===== src/design/khsr_pkg.sv =====
package khsr_pkg;

  localparam logic [1:0] REQ_KEY    = 2'd0;
  localparam logic [1:0] REQ_RANGE  = 2'd1;
  localparam logic [1:0] REQ_STATUS = 2'd2;

  localparam logic [1:0] ROUTE_MASTER  = 2'd0;
  localparam logic [1:0] ROUTE_REPLICA = 2'd1;
  localparam logic [1:0] ROUTE_DOWN    = 2'd2;
  localparam logic [1:0] ROUTE_NONE    = 2'd3;

  localparam logic [15:0] CRC_POLY = 16'h1021;

  typedef struct packed {
    logic [1:0]  req_type;
    logic [7:0]  key_byte;
    logic        key_last;
    logic [5:0]  entry_index;
    logic        entry_valid;
    logic [13:0] range_low;
    logic [13:0] range_high;
    logic [3:0]  shard_sel;
    logic        master_up;
    logic        replica_up;
  } req_t;

  typedef struct packed {
    logic [15:0] key_crc;
    logic [13:0] hash_slot;
    logic [3:0]  shard_out;
    logic [1:0]  route;
  } rsp_t;

  typedef struct packed {
    logic        valid;
    logic [13:0] low;
    logic [13:0] high;
    logic [3:0]  shard;
  } range_entry_t;

  // Commands from the controller to the datapath.
  typedef struct packed {
    logic clear;
    logic take;
    logic mod_step;
    logic scan_init;
    logic scan_step;
    logic stat_read;
    logic load_out;
  } cmd_t;

  // Status from the datapath to the controller.
  typedef struct packed {
    logic final_key;
    logic clear_last;
    logic mod_last;
    logic scan_last;
    logic out_busy;
  } stat_t;

endpackage


===== src/design/khsr_ctrl.sv =====
module khsr_ctrl (
  input  logic           clk,
  input  logic           rst,
  input  logic           req_valid,
  output logic           req_ready,
  input  khsr_pkg::stat_t st,
  output khsr_pkg::cmd_t  cmd
);
  import khsr_pkg::*;

  localparam logic [2:0] S_CLEAR = 3'd0;
  localparam logic [2:0] S_IDLE  = 3'd1;
  localparam logic [2:0] S_MOD   = 3'd2;
  localparam logic [2:0] S_SCAN  = 3'd3;
  localparam logic [2:0] S_STAT  = 3'd4;
  localparam logic [2:0] S_FIN   = 3'd5;

  logic [2:0] state;
  logic [2:0] state_next;

  assign req_ready = (state == S_IDLE);

  always_comb begin
    state_next = state;
    cmd = '0;
    case (state)
      S_CLEAR: begin
        cmd.clear = 1'b1;
        if (st.clear_last) state_next = S_IDLE;
      end
      S_IDLE: begin
        cmd.take = req_valid;
        if (req_valid && st.final_key) state_next = S_MOD;
      end
      S_MOD: begin
        cmd.mod_step = 1'b1;
        if (st.mod_last) begin
          cmd.scan_init = 1'b1;
          state_next = S_SCAN;
        end
      end
      S_SCAN: begin
        cmd.scan_step = 1'b1;
        if (st.scan_last) state_next = S_STAT;
      end
      S_STAT: begin
        cmd.stat_read = 1'b1;
        state_next = S_FIN;
      end
      S_FIN: begin
        // Hold the finished result until the output register can take it.
        if (!st.out_busy) begin
          cmd.load_out = 1'b1;
          state_next = S_IDLE;
        end
      end
      default: state_next = S_IDLE;
    endcase
  end

  always_ff @(posedge clk) begin
    if (rst) begin
      state <= S_CLEAR;
    end else begin
      state <= state_next;
    end
  end

  a_ready_only_idle: assert property (@(posedge clk) disable iff (rst)
    req_ready |-> !cmd.clear && !cmd.scan_step && !cmd.load_out)
    else $error("input accepted while the block is busy");

  a_final_starts_mod: assert property (@(posedge clk) disable iff (rst)
    (cmd.take && st.final_key) |=> state == S_MOD)
    else $error("final key byte did not start the slot computation");

  a_scan_to_stat: assert property (@(posedge clk) disable iff (rst)
    (state == S_SCAN && st.scan_last) |=> cmd.stat_read)
    else $error("status lookup did not follow the range scan");

endmodule


===== src/design/khsr_dp.sv =====
module khsr_dp #(
  parameter int SLOTS  = 16384,
  parameter int RANGES = 64,
  parameter int SHARDS = 16
) (
  input  logic            clk,
  input  logic            rst,
  input  khsr_pkg::cmd_t  cmd,
  output khsr_pkg::stat_t st,
  input  khsr_pkg::req_t  req,
  output khsr_pkg::rsp_t  rsp,
  output logic            rsp_valid,
  input  logic            rsp_ready
);
  import khsr_pkg::*;

  localparam int IW    = (RANGES > 1) ? $clog2(RANGES) : 1;
  localparam int AW    = $clog2(RANGES + 1);
  localparam int SW    = (SHARDS > 1) ? $clog2(SHARDS) : 1;
  localparam int RW    = $clog2(SLOTS) + 1;
  localparam int CLR_N = (RANGES > SHARDS) ? RANGES : SHARDS;
  localparam int CW    = (CLR_N > 1) ? $clog2(CLR_N) : 1;

  // Rounded-up 2^32 / SLOTS; exact for every 16-bit dividend and SLOTS up to 2^16.
  localparam logic [31:0] SLOT_RECIP =
    32'(((64'd1 << 32) + 64'(SLOTS) - 64'd1) / 64'(SLOTS));
  localparam logic [31:0] SLOT_DIV = 32'(SLOTS);

  function automatic logic [15:0] crc_feed(input logic [15:0] crc, input logic [7:0] b);
    logic [15:0] c;
    c = crc ^ {b, 8'h00};
    for (int i = 0; i < 8; i++) begin
      c = c[15] ? ({c[14:0], 1'b0} ^ CRC_POLY) : {c[14:0], 1'b0};
    end
    return c;
  endfunction

  logic [15:0]  running_crc;
  logic [15:0]  key_crc;
  logic         mod_cnt;
  logic [47:0]  mod_prod;
  logic [15:0]  mod_quo;
  logic [31:0]  mod_back;
  logic [31:0]  mod_diff;
  logic [RW-1:0] rem;
  logic [CW-1:0] clr_cnt;
  logic [AW-1:0] scan_addr;
  logic          rd_pend;
  logic          rd_last;
  range_entry_t  rd_entry;
  logic          found;
  logic [3:0]    best;
  logic [1:0]    stat_rd;
  logic          stat_ok;
  logic [15:0]   crc_new;
  logic          is_key;
  logic          wr_range;
  logic          wr_stat;
  logic          issue;
  logic          hit;
  logic [1:0]    route;

  range_entry_t tbl [RANGES];
  logic [1:0]   smem [SHARDS];

  assign crc_new  = crc_feed(running_crc, req.key_byte);
  assign is_key   = (req.req_type == REQ_KEY);
  assign wr_range = cmd.take && (req.req_type == REQ_RANGE) && (32'(req.entry_index) < RANGES);
  assign wr_stat  = cmd.take && (req.req_type == REQ_STATUS) && (32'(req.shard_sel) < SHARDS);

  assign st.final_key  = is_key && req.key_last;
  assign st.clear_last = (clr_cnt == CW'(CLR_N - 1));
  assign st.mod_last   = (mod_cnt == 1'b1);
  assign st.scan_last  = rd_pend && rd_last;
  assign st.out_busy   = rsp_valid && !rsp_ready;

  // CRC register; it returns to zero once a key is complete.
  always_ff @(posedge clk) begin
    if (rst) begin
      running_crc <= '0;
    end else if (cmd.take && is_key) begin
      running_crc <= req.key_last ? 16'h0000 : crc_new;
    end
  end

  // Remainder by the slot count through a reciprocal: the quotient is registered
  // first, then the remainder.
  assign mod_prod = 48'(key_crc) * 48'(SLOT_RECIP);
  assign mod_back = 32'(mod_quo) * SLOT_DIV;
  assign mod_diff = 32'(key_crc) - mod_back;

  always_ff @(posedge clk) begin
    if (cmd.take && st.final_key) begin
      key_crc <= crc_new;
      mod_cnt <= 1'b0;
    end else if (cmd.mod_step) begin
      if (!mod_cnt) begin
        mod_quo <= mod_prod[47:32];
      end else begin
        rem <= mod_diff[RW-1:0];
      end
      mod_cnt <= 1'b1;
    end
  end

  always_ff @(posedge clk) begin
    if (rst) begin
      clr_cnt <= '0;
    end else if (cmd.clear) begin
      clr_cnt <= clr_cnt + 1'b1;
    end
  end

  assign issue = cmd.scan_step && (32'(scan_addr) < RANGES);

  always_ff @(posedge clk) begin
    if (cmd.clear && (32'(clr_cnt) < RANGES)) begin
      tbl[IW'(clr_cnt)] <= '0;
    end else if (wr_range) begin
      tbl[IW'(req.entry_index)] <= '{valid: req.entry_valid, low: req.range_low,
                                     high: req.range_high, shard: req.shard_sel};
    end
    if (cmd.scan_step) begin
      rd_entry <= tbl[scan_addr[IW-1:0]];
    end
  end

  assign hit = rd_pend && rd_entry.valid &&
               (32'(rd_entry.low) <= 32'(rem)) && (32'(rem) <= 32'(rd_entry.high)) &&
               (!found || (rd_entry.shard < best));

  always_ff @(posedge clk) begin
    if (rst) begin
      rd_pend <= 1'b0;
      found   <= 1'b0;
      best    <= '0;
    end else if (cmd.scan_init) begin
      scan_addr <= '0;
      rd_pend   <= 1'b0;
      found     <= 1'b0;
      best      <= '0;
    end else if (cmd.scan_step) begin
      if (issue) scan_addr <= scan_addr + 1'b1;
      rd_pend <= issue;
      rd_last <= (32'(scan_addr) == RANGES - 1);
      if (hit) begin
        found <= 1'b1;
        best  <= rd_entry.shard;
      end
    end
  end

  always_ff @(posedge clk) begin
    if (cmd.clear && (32'(clr_cnt) < SHARDS)) begin
      smem[SW'(clr_cnt)] <= '0;
    end else if (wr_stat) begin
      smem[SW'(req.shard_sel)] <= {req.replica_up, req.master_up};
    end
    if (cmd.stat_read) begin
      stat_rd <= smem[SW'(best)];
      stat_ok <= (32'(best) < SHARDS);
    end
  end

  always_comb begin
    if (!found) begin
      route = ROUTE_NONE;
    end else if (stat_ok && stat_rd[0]) begin
      route = ROUTE_MASTER;
    end else if (stat_ok && stat_rd[1]) begin
      route = ROUTE_REPLICA;
    end else begin
      route = ROUTE_DOWN;
    end
  end

  always_ff @(posedge clk) begin
    if (cmd.load_out) begin
      rsp.key_crc   <= key_crc;
      rsp.hash_slot <= 14'(rem);
      rsp.shard_out <= found ? best : 4'd0;
      rsp.route     <= route;
    end
  end

  always_ff @(posedge clk) begin
    if (rst) begin
      rsp_valid <= 1'b0;
    end else if (cmd.load_out) begin
      rsp_valid <= 1'b1;
    end else if (rsp_ready) begin
      rsp_valid <= 1'b0;
    end
  end

  a_load_shows: assert property (@(posedge clk) disable iff (rst)
    cmd.load_out |=> rsp_valid)
    else $error("loaded result is not presented");

  a_crc_restart: assert property (@(posedge clk) disable iff (rst)
    (cmd.take && st.final_key) |=> running_crc == 16'h0000)
    else $error("CRC did not restart after the last key byte");

  a_slot_range: assert property (@(posedge clk) disable iff (rst)
    cmd.scan_init |=> 32'(rem) < SLOTS)
    else $error("slot remainder out of range");

  a_found_in_scan: assert property (@(posedge clk) disable iff (rst)
    $rose(found) |-> $past(cmd.scan_step))
    else $error("match flag set outside the range scan");

endmodule


===== src/design/key_hash_slot_router.sv =====
// Key bytes that are not last are taken one per cycle while the block is idle, with no result.
// A last key byte starts the routing: the slot remainder, then a scan of the range table
// through its registered read port, one status read, then the result register; at most
// one key is in flight.
// A result still waiting for rsp_ready holds the next finished result back until it is taken.
// Reset clears the CRC, then the range table and status store are swept clear before input is taken.
module key_hash_slot_router #(
  parameter int SLOTS  = 16384,
  parameter int RANGES = 64,
  parameter int SHARDS = 16
) (
  input  logic           clk,
  input  logic           rst,
  input  logic           req_valid,
  output logic           req_ready,
  input  khsr_pkg::req_t req,
  output logic           rsp_valid,
  input  logic           rsp_ready,
  output khsr_pkg::rsp_t rsp
);
  import khsr_pkg::*;

  cmd_t  cmd;
  stat_t st;

  khsr_ctrl u_ctrl (
    .clk       (clk),
    .rst       (rst),
    .req_valid (req_valid),
    .req_ready (req_ready),
    .st        (st),
    .cmd       (cmd)
  );

  khsr_dp #(
    .SLOTS  (SLOTS),
    .RANGES (RANGES),
    .SHARDS (SHARDS)
  ) u_dp (
    .clk       (clk),
    .rst       (rst),
    .cmd       (cmd),
    .st        (st),
    .req       (req),
    .rsp       (rsp),
    .rsp_valid (rsp_valid),
    .rsp_ready (rsp_ready)
  );

endmodule


===== config.mk =====
export PLATFORM = sky130hd
export DESIGN_NAME = key_hash_slot_router
export DESIGN_NICKNAME = d
export VERILOG_FILES = /design/src/design/khsr_pkg.sv /design/src/design/khsr_ctrl.sv /design/src/design/khsr_dp.sv /design/src/design/key_hash_slot_router.sv
export SDC_FILE = /design/constraint.sdc
export NUM_CORES = 2
export LEC_CHECK = 0
export BUFFER_PORTS_ARGS = -buffer_cell sky130_fd_sc_hd__buf_2
export CAP_MARGIN = 40
export CORE_MARGIN = 4
export CORE_UTILIZATION = 57
export DETAILED_ROUTE_END_ITERATION = 10
export GPL_ROUTABILITY_DRIVEN = 0
export PLACE_DENSITY_LB_ADDON = 0.1
export SLEW_MARGIN = 10
export SYNTH_ARGS = -nofsm -noshare
export SYNTH_HDL_FRONTEND = slang
export SYNTH_HIERARCHICAL = 1
export SYNTH_SLANG_ARGS = --single-unit

===== constraint.sdc =====
create_clock -name clk -period 3.8 [get_ports clk]
set_clock_uncertainty 0.1 [all_clocks]
set_input_delay 0.19 -clock clk [delete_from_list [all_inputs] [get_ports clk]]
set_output_delay 0.19 -clock clk [all_outputs]
set_load 0.005 [all_outputs]

==> impl_metrics.json <==
{
  "ys_warn_count": 6,
  "final.fill_count": 9332,
  "cts_repair_resize_count": 0,
  "clock-sinks": 2288,
  "avgRoutedWirePerCell_um": 33.5,
  "antenna_found_initial": 7,
  "synth_most_common_cell": "edfxtp_1",
  "dieArea_um2": 161000,
  "critPathKind": "reg -> reg",
  "top_level_ports": 94,
  "synth-edff-count": 2255,
  "leakagePower_nw": 37.1,
  "layout.nets": 4304,
  "yosys.area.top_type": "edfxtp_1",
  "grt_max_degree": 71,
  "fin_ws_ns": 0.225,
  "routed_wl_mm": 215,
  "clock_latency_ns": 0.83,
  "slew_violations": 0,
  "synth_common_cells": "edfxtp_1, mux4_2, nor2_1",
  "grt_pass1_wl_mm": 311,
  "synth-async-reset-ratio": 0,
  "worst_slew_pin_slew_ns": 0.875,
  "synth_nets": 3839,
  "outcome": "finished clean",
  "htree_levels": 4,
  "areaGrowthSynthToFinish_pct": 16.1,
  "io_buffers": 93,
  "synthTopCellsByArea": "edfxtp_1, mux4_2, dfxtp_1",
  "grt_pass1_vias": 42700,
  "report.power.total_mw": 52.3,
  "root_buffer": "clkbuf_16",
  "rsz0062_at_grt": "no",
  "synth-main-ff-cell": "edfxtp_1",
  "slew_headroom": 0.414,
  "finalHoldViolCount": 0,
  "via_per_inst": 6.52,
  "crit_fanout": 33,
  "dp_hpwl_mm": 129,
  "die_h_um": 401,
  "cts_tree": "done",
  "syn_area_per_cell_um2": 23.4,
  "drt_first_iter_violations": 5521,
  "synth-seq-cells": 2288,
  "track_usage": 0.272,
  "cts_made_buffers": 219,
  "drive_gt1_frac": 0.327,
  "synthCells": 3750,
  "stdcell_area_um2": 102000,
  "required_ns": 4.20,
  "drc": 0,
  "critPathLaunchType": "register",
  "rows": 143,
  "cp.arrival_ns": 3.98,
  "period_minus_slack_ns": 3.57,
  "cts_max_path_buffers": 3,
  "core_area_um2": 153000,
  "max-cap-violations": 0,
  "vias": 42000,
  "place_ws_ns": 0.129,
  "die_w_um": 401,
  "power.density_nw_per_um2": 513,
  "firstDrtPassIters": 5,
  "synth_cell_types": 56,
  "max_freq_mhz": 280,
  "hold_class": "in -> reg",
  "place_area_um2": 94500,
  "period_share": 0.941,
  "antenna_left": 0,
  "initial_core_util": 0.576,
  "synth_top_area_frac": 0.771,
  "worstSetupEndpointType": "register",
  "clk_pin_slew_ns": 0.07,
  "yosysSeqAreaShare": 0.778,
  "grt_remaining_overflow": 0,
  "setup_viol_count_final": 0,
  "syn_area_um2": 87900,
  "ir_worst_vdd_mv": 0.399
}
## per-stage QoR
stage	hold WS, ns	cells	utilization	setup TNS (ns)
4_1_cts	0.0616	6430	0.668	0
5_1_grt	0.119	6431	0.669	0
3_3_place_gp	0.303	5957	0.618	-0.0740
3_5_place_dp	0.314	5960	0.619	0
6_report	0.155	6432	0.669	0
2_1_floorplan	0.241	3750	-	-239.02
## registers in the layout, indices dropped and copies added, names as in the netlist
signal / cells
u_dp/tbl: 2112
u_dp/rsp: 36
u_dp/rd_entry: 33
u_dp/smem: 32
u_dp/key_crc: 16
u_dp/running_crc: 16
u_dp/rem: 15
u_dp/scan_addr: 7
u_dp/clr_cnt: 6
u_dp/best: 4
u_ctrl/state: 3
u_dp/stat_rd: 2
u_dp/found: 1
u_dp/mod_cnt: 1
u_dp/mod_quo: 1
u_dp/rd_last: 1
u_dp/rd_pend: 1
u_dp/rsp_valid: 1
## cell type report
class	count	area [µm²]	share of cell area
Antenna cell	1	2.50	0.0000245
Clock buffer	273	5850	0.0574
Clock inverter	134	1080	0.0106
Inverter	49	184	0.00180
Multi-Input combinational cell	1228	19000	0.186
Sequential cell	2288	68400	0.670
Tap cell	2030	2540	0.0249
Timing Repair Buffer	429	5010	0.0491
## where the power goes
part | internal, mW | switching, mW | leakage (nW)
registers | 28.2 | 0.194 | 25.3
clock network | 12.0 | 8.97 | 3.39
logic | 1.14 | 1.89 | 8.39
## critical path: stages (launching register included)
cell and delay [ns]:
edfxtp_1 0.45, buf_12 0.24, buf_12 0.21, buf_12 0.28, mux4_2 0.56, mux4_2 0.56
a22oi_1 0.51, nand2_1 0.29
## final timing paths
check	cells past startpoint	endpoint	slack, ns	startpoint
setup reg to reg	7	u_dp/rd_entry[17]	0.23	u_dp/scan_addr[0]
setup / recovery	7	u_dp/rd_entry[17]	0.23	u_dp/scan_addr[0]
hold reg to reg	0	u_dp/rsp[35]	0.34	u_dp/key_crc[15]
hold / removal	5	u_dp/tbl[12][5]	0.16	req[36]
## placed cells by master (no fill, tap or decap), types with 11 or more instances in the layout
cell type / instances
nor3_1: 11
nor2_4: 64
bufinv_16: 16
clkbuf_16: 227
a22oi_1: 65
xnor2_1: 24
clkbuf_1: 46
xor2_1: 11
buf_4: 125
clkinv_1: 64
edfxtp_1: 2255
a21oi_1: 27
dfxtp_1: 33
ha_1: 33
nor2_1: 74
nand2_1: 68
and2_1: 12
mux4_2: 664
dlygate4sd3_1: 63
inv_1: 46
and2_2: 33
clkinv_2: 42
nand3_1: 13
o21ai_0: 15
buf_12: 146
buf_2: 93
mux2i_1: 19
## repair_timing
item	CTS	global route
buffers inserted	0	1
hold buffers	63	0
endpoints found under the setup margin	0	701
hold endpoints to repair	1779	0
## layer usage
metal,GRT usage,routed length [µm],vias to the layer above
met5,0,13,-
met4,0.0828,6810,2
met3,0.0553,20500,299
met2,0.422,104000,2246
met1,0.398,84400,22500
li1,-,-,16900
## kinds of logic (layout without fill, tap and decap cells)
group	count (synthesis)	in the layout	share of synthesized area
AOI/OAI and AO/OA	145	145	0.0112
xor gates and xnor gates	35	35	0.00349
adders and majority gates	33	33	0.00470
buffers and inverters	234	885	0.0118
DFF	2288	2288	0.778
muxes	688	688	0.173
other	0	1	0
and+or+nand+nor	327	327	0.0176
(Power assumes the default switching activity.)
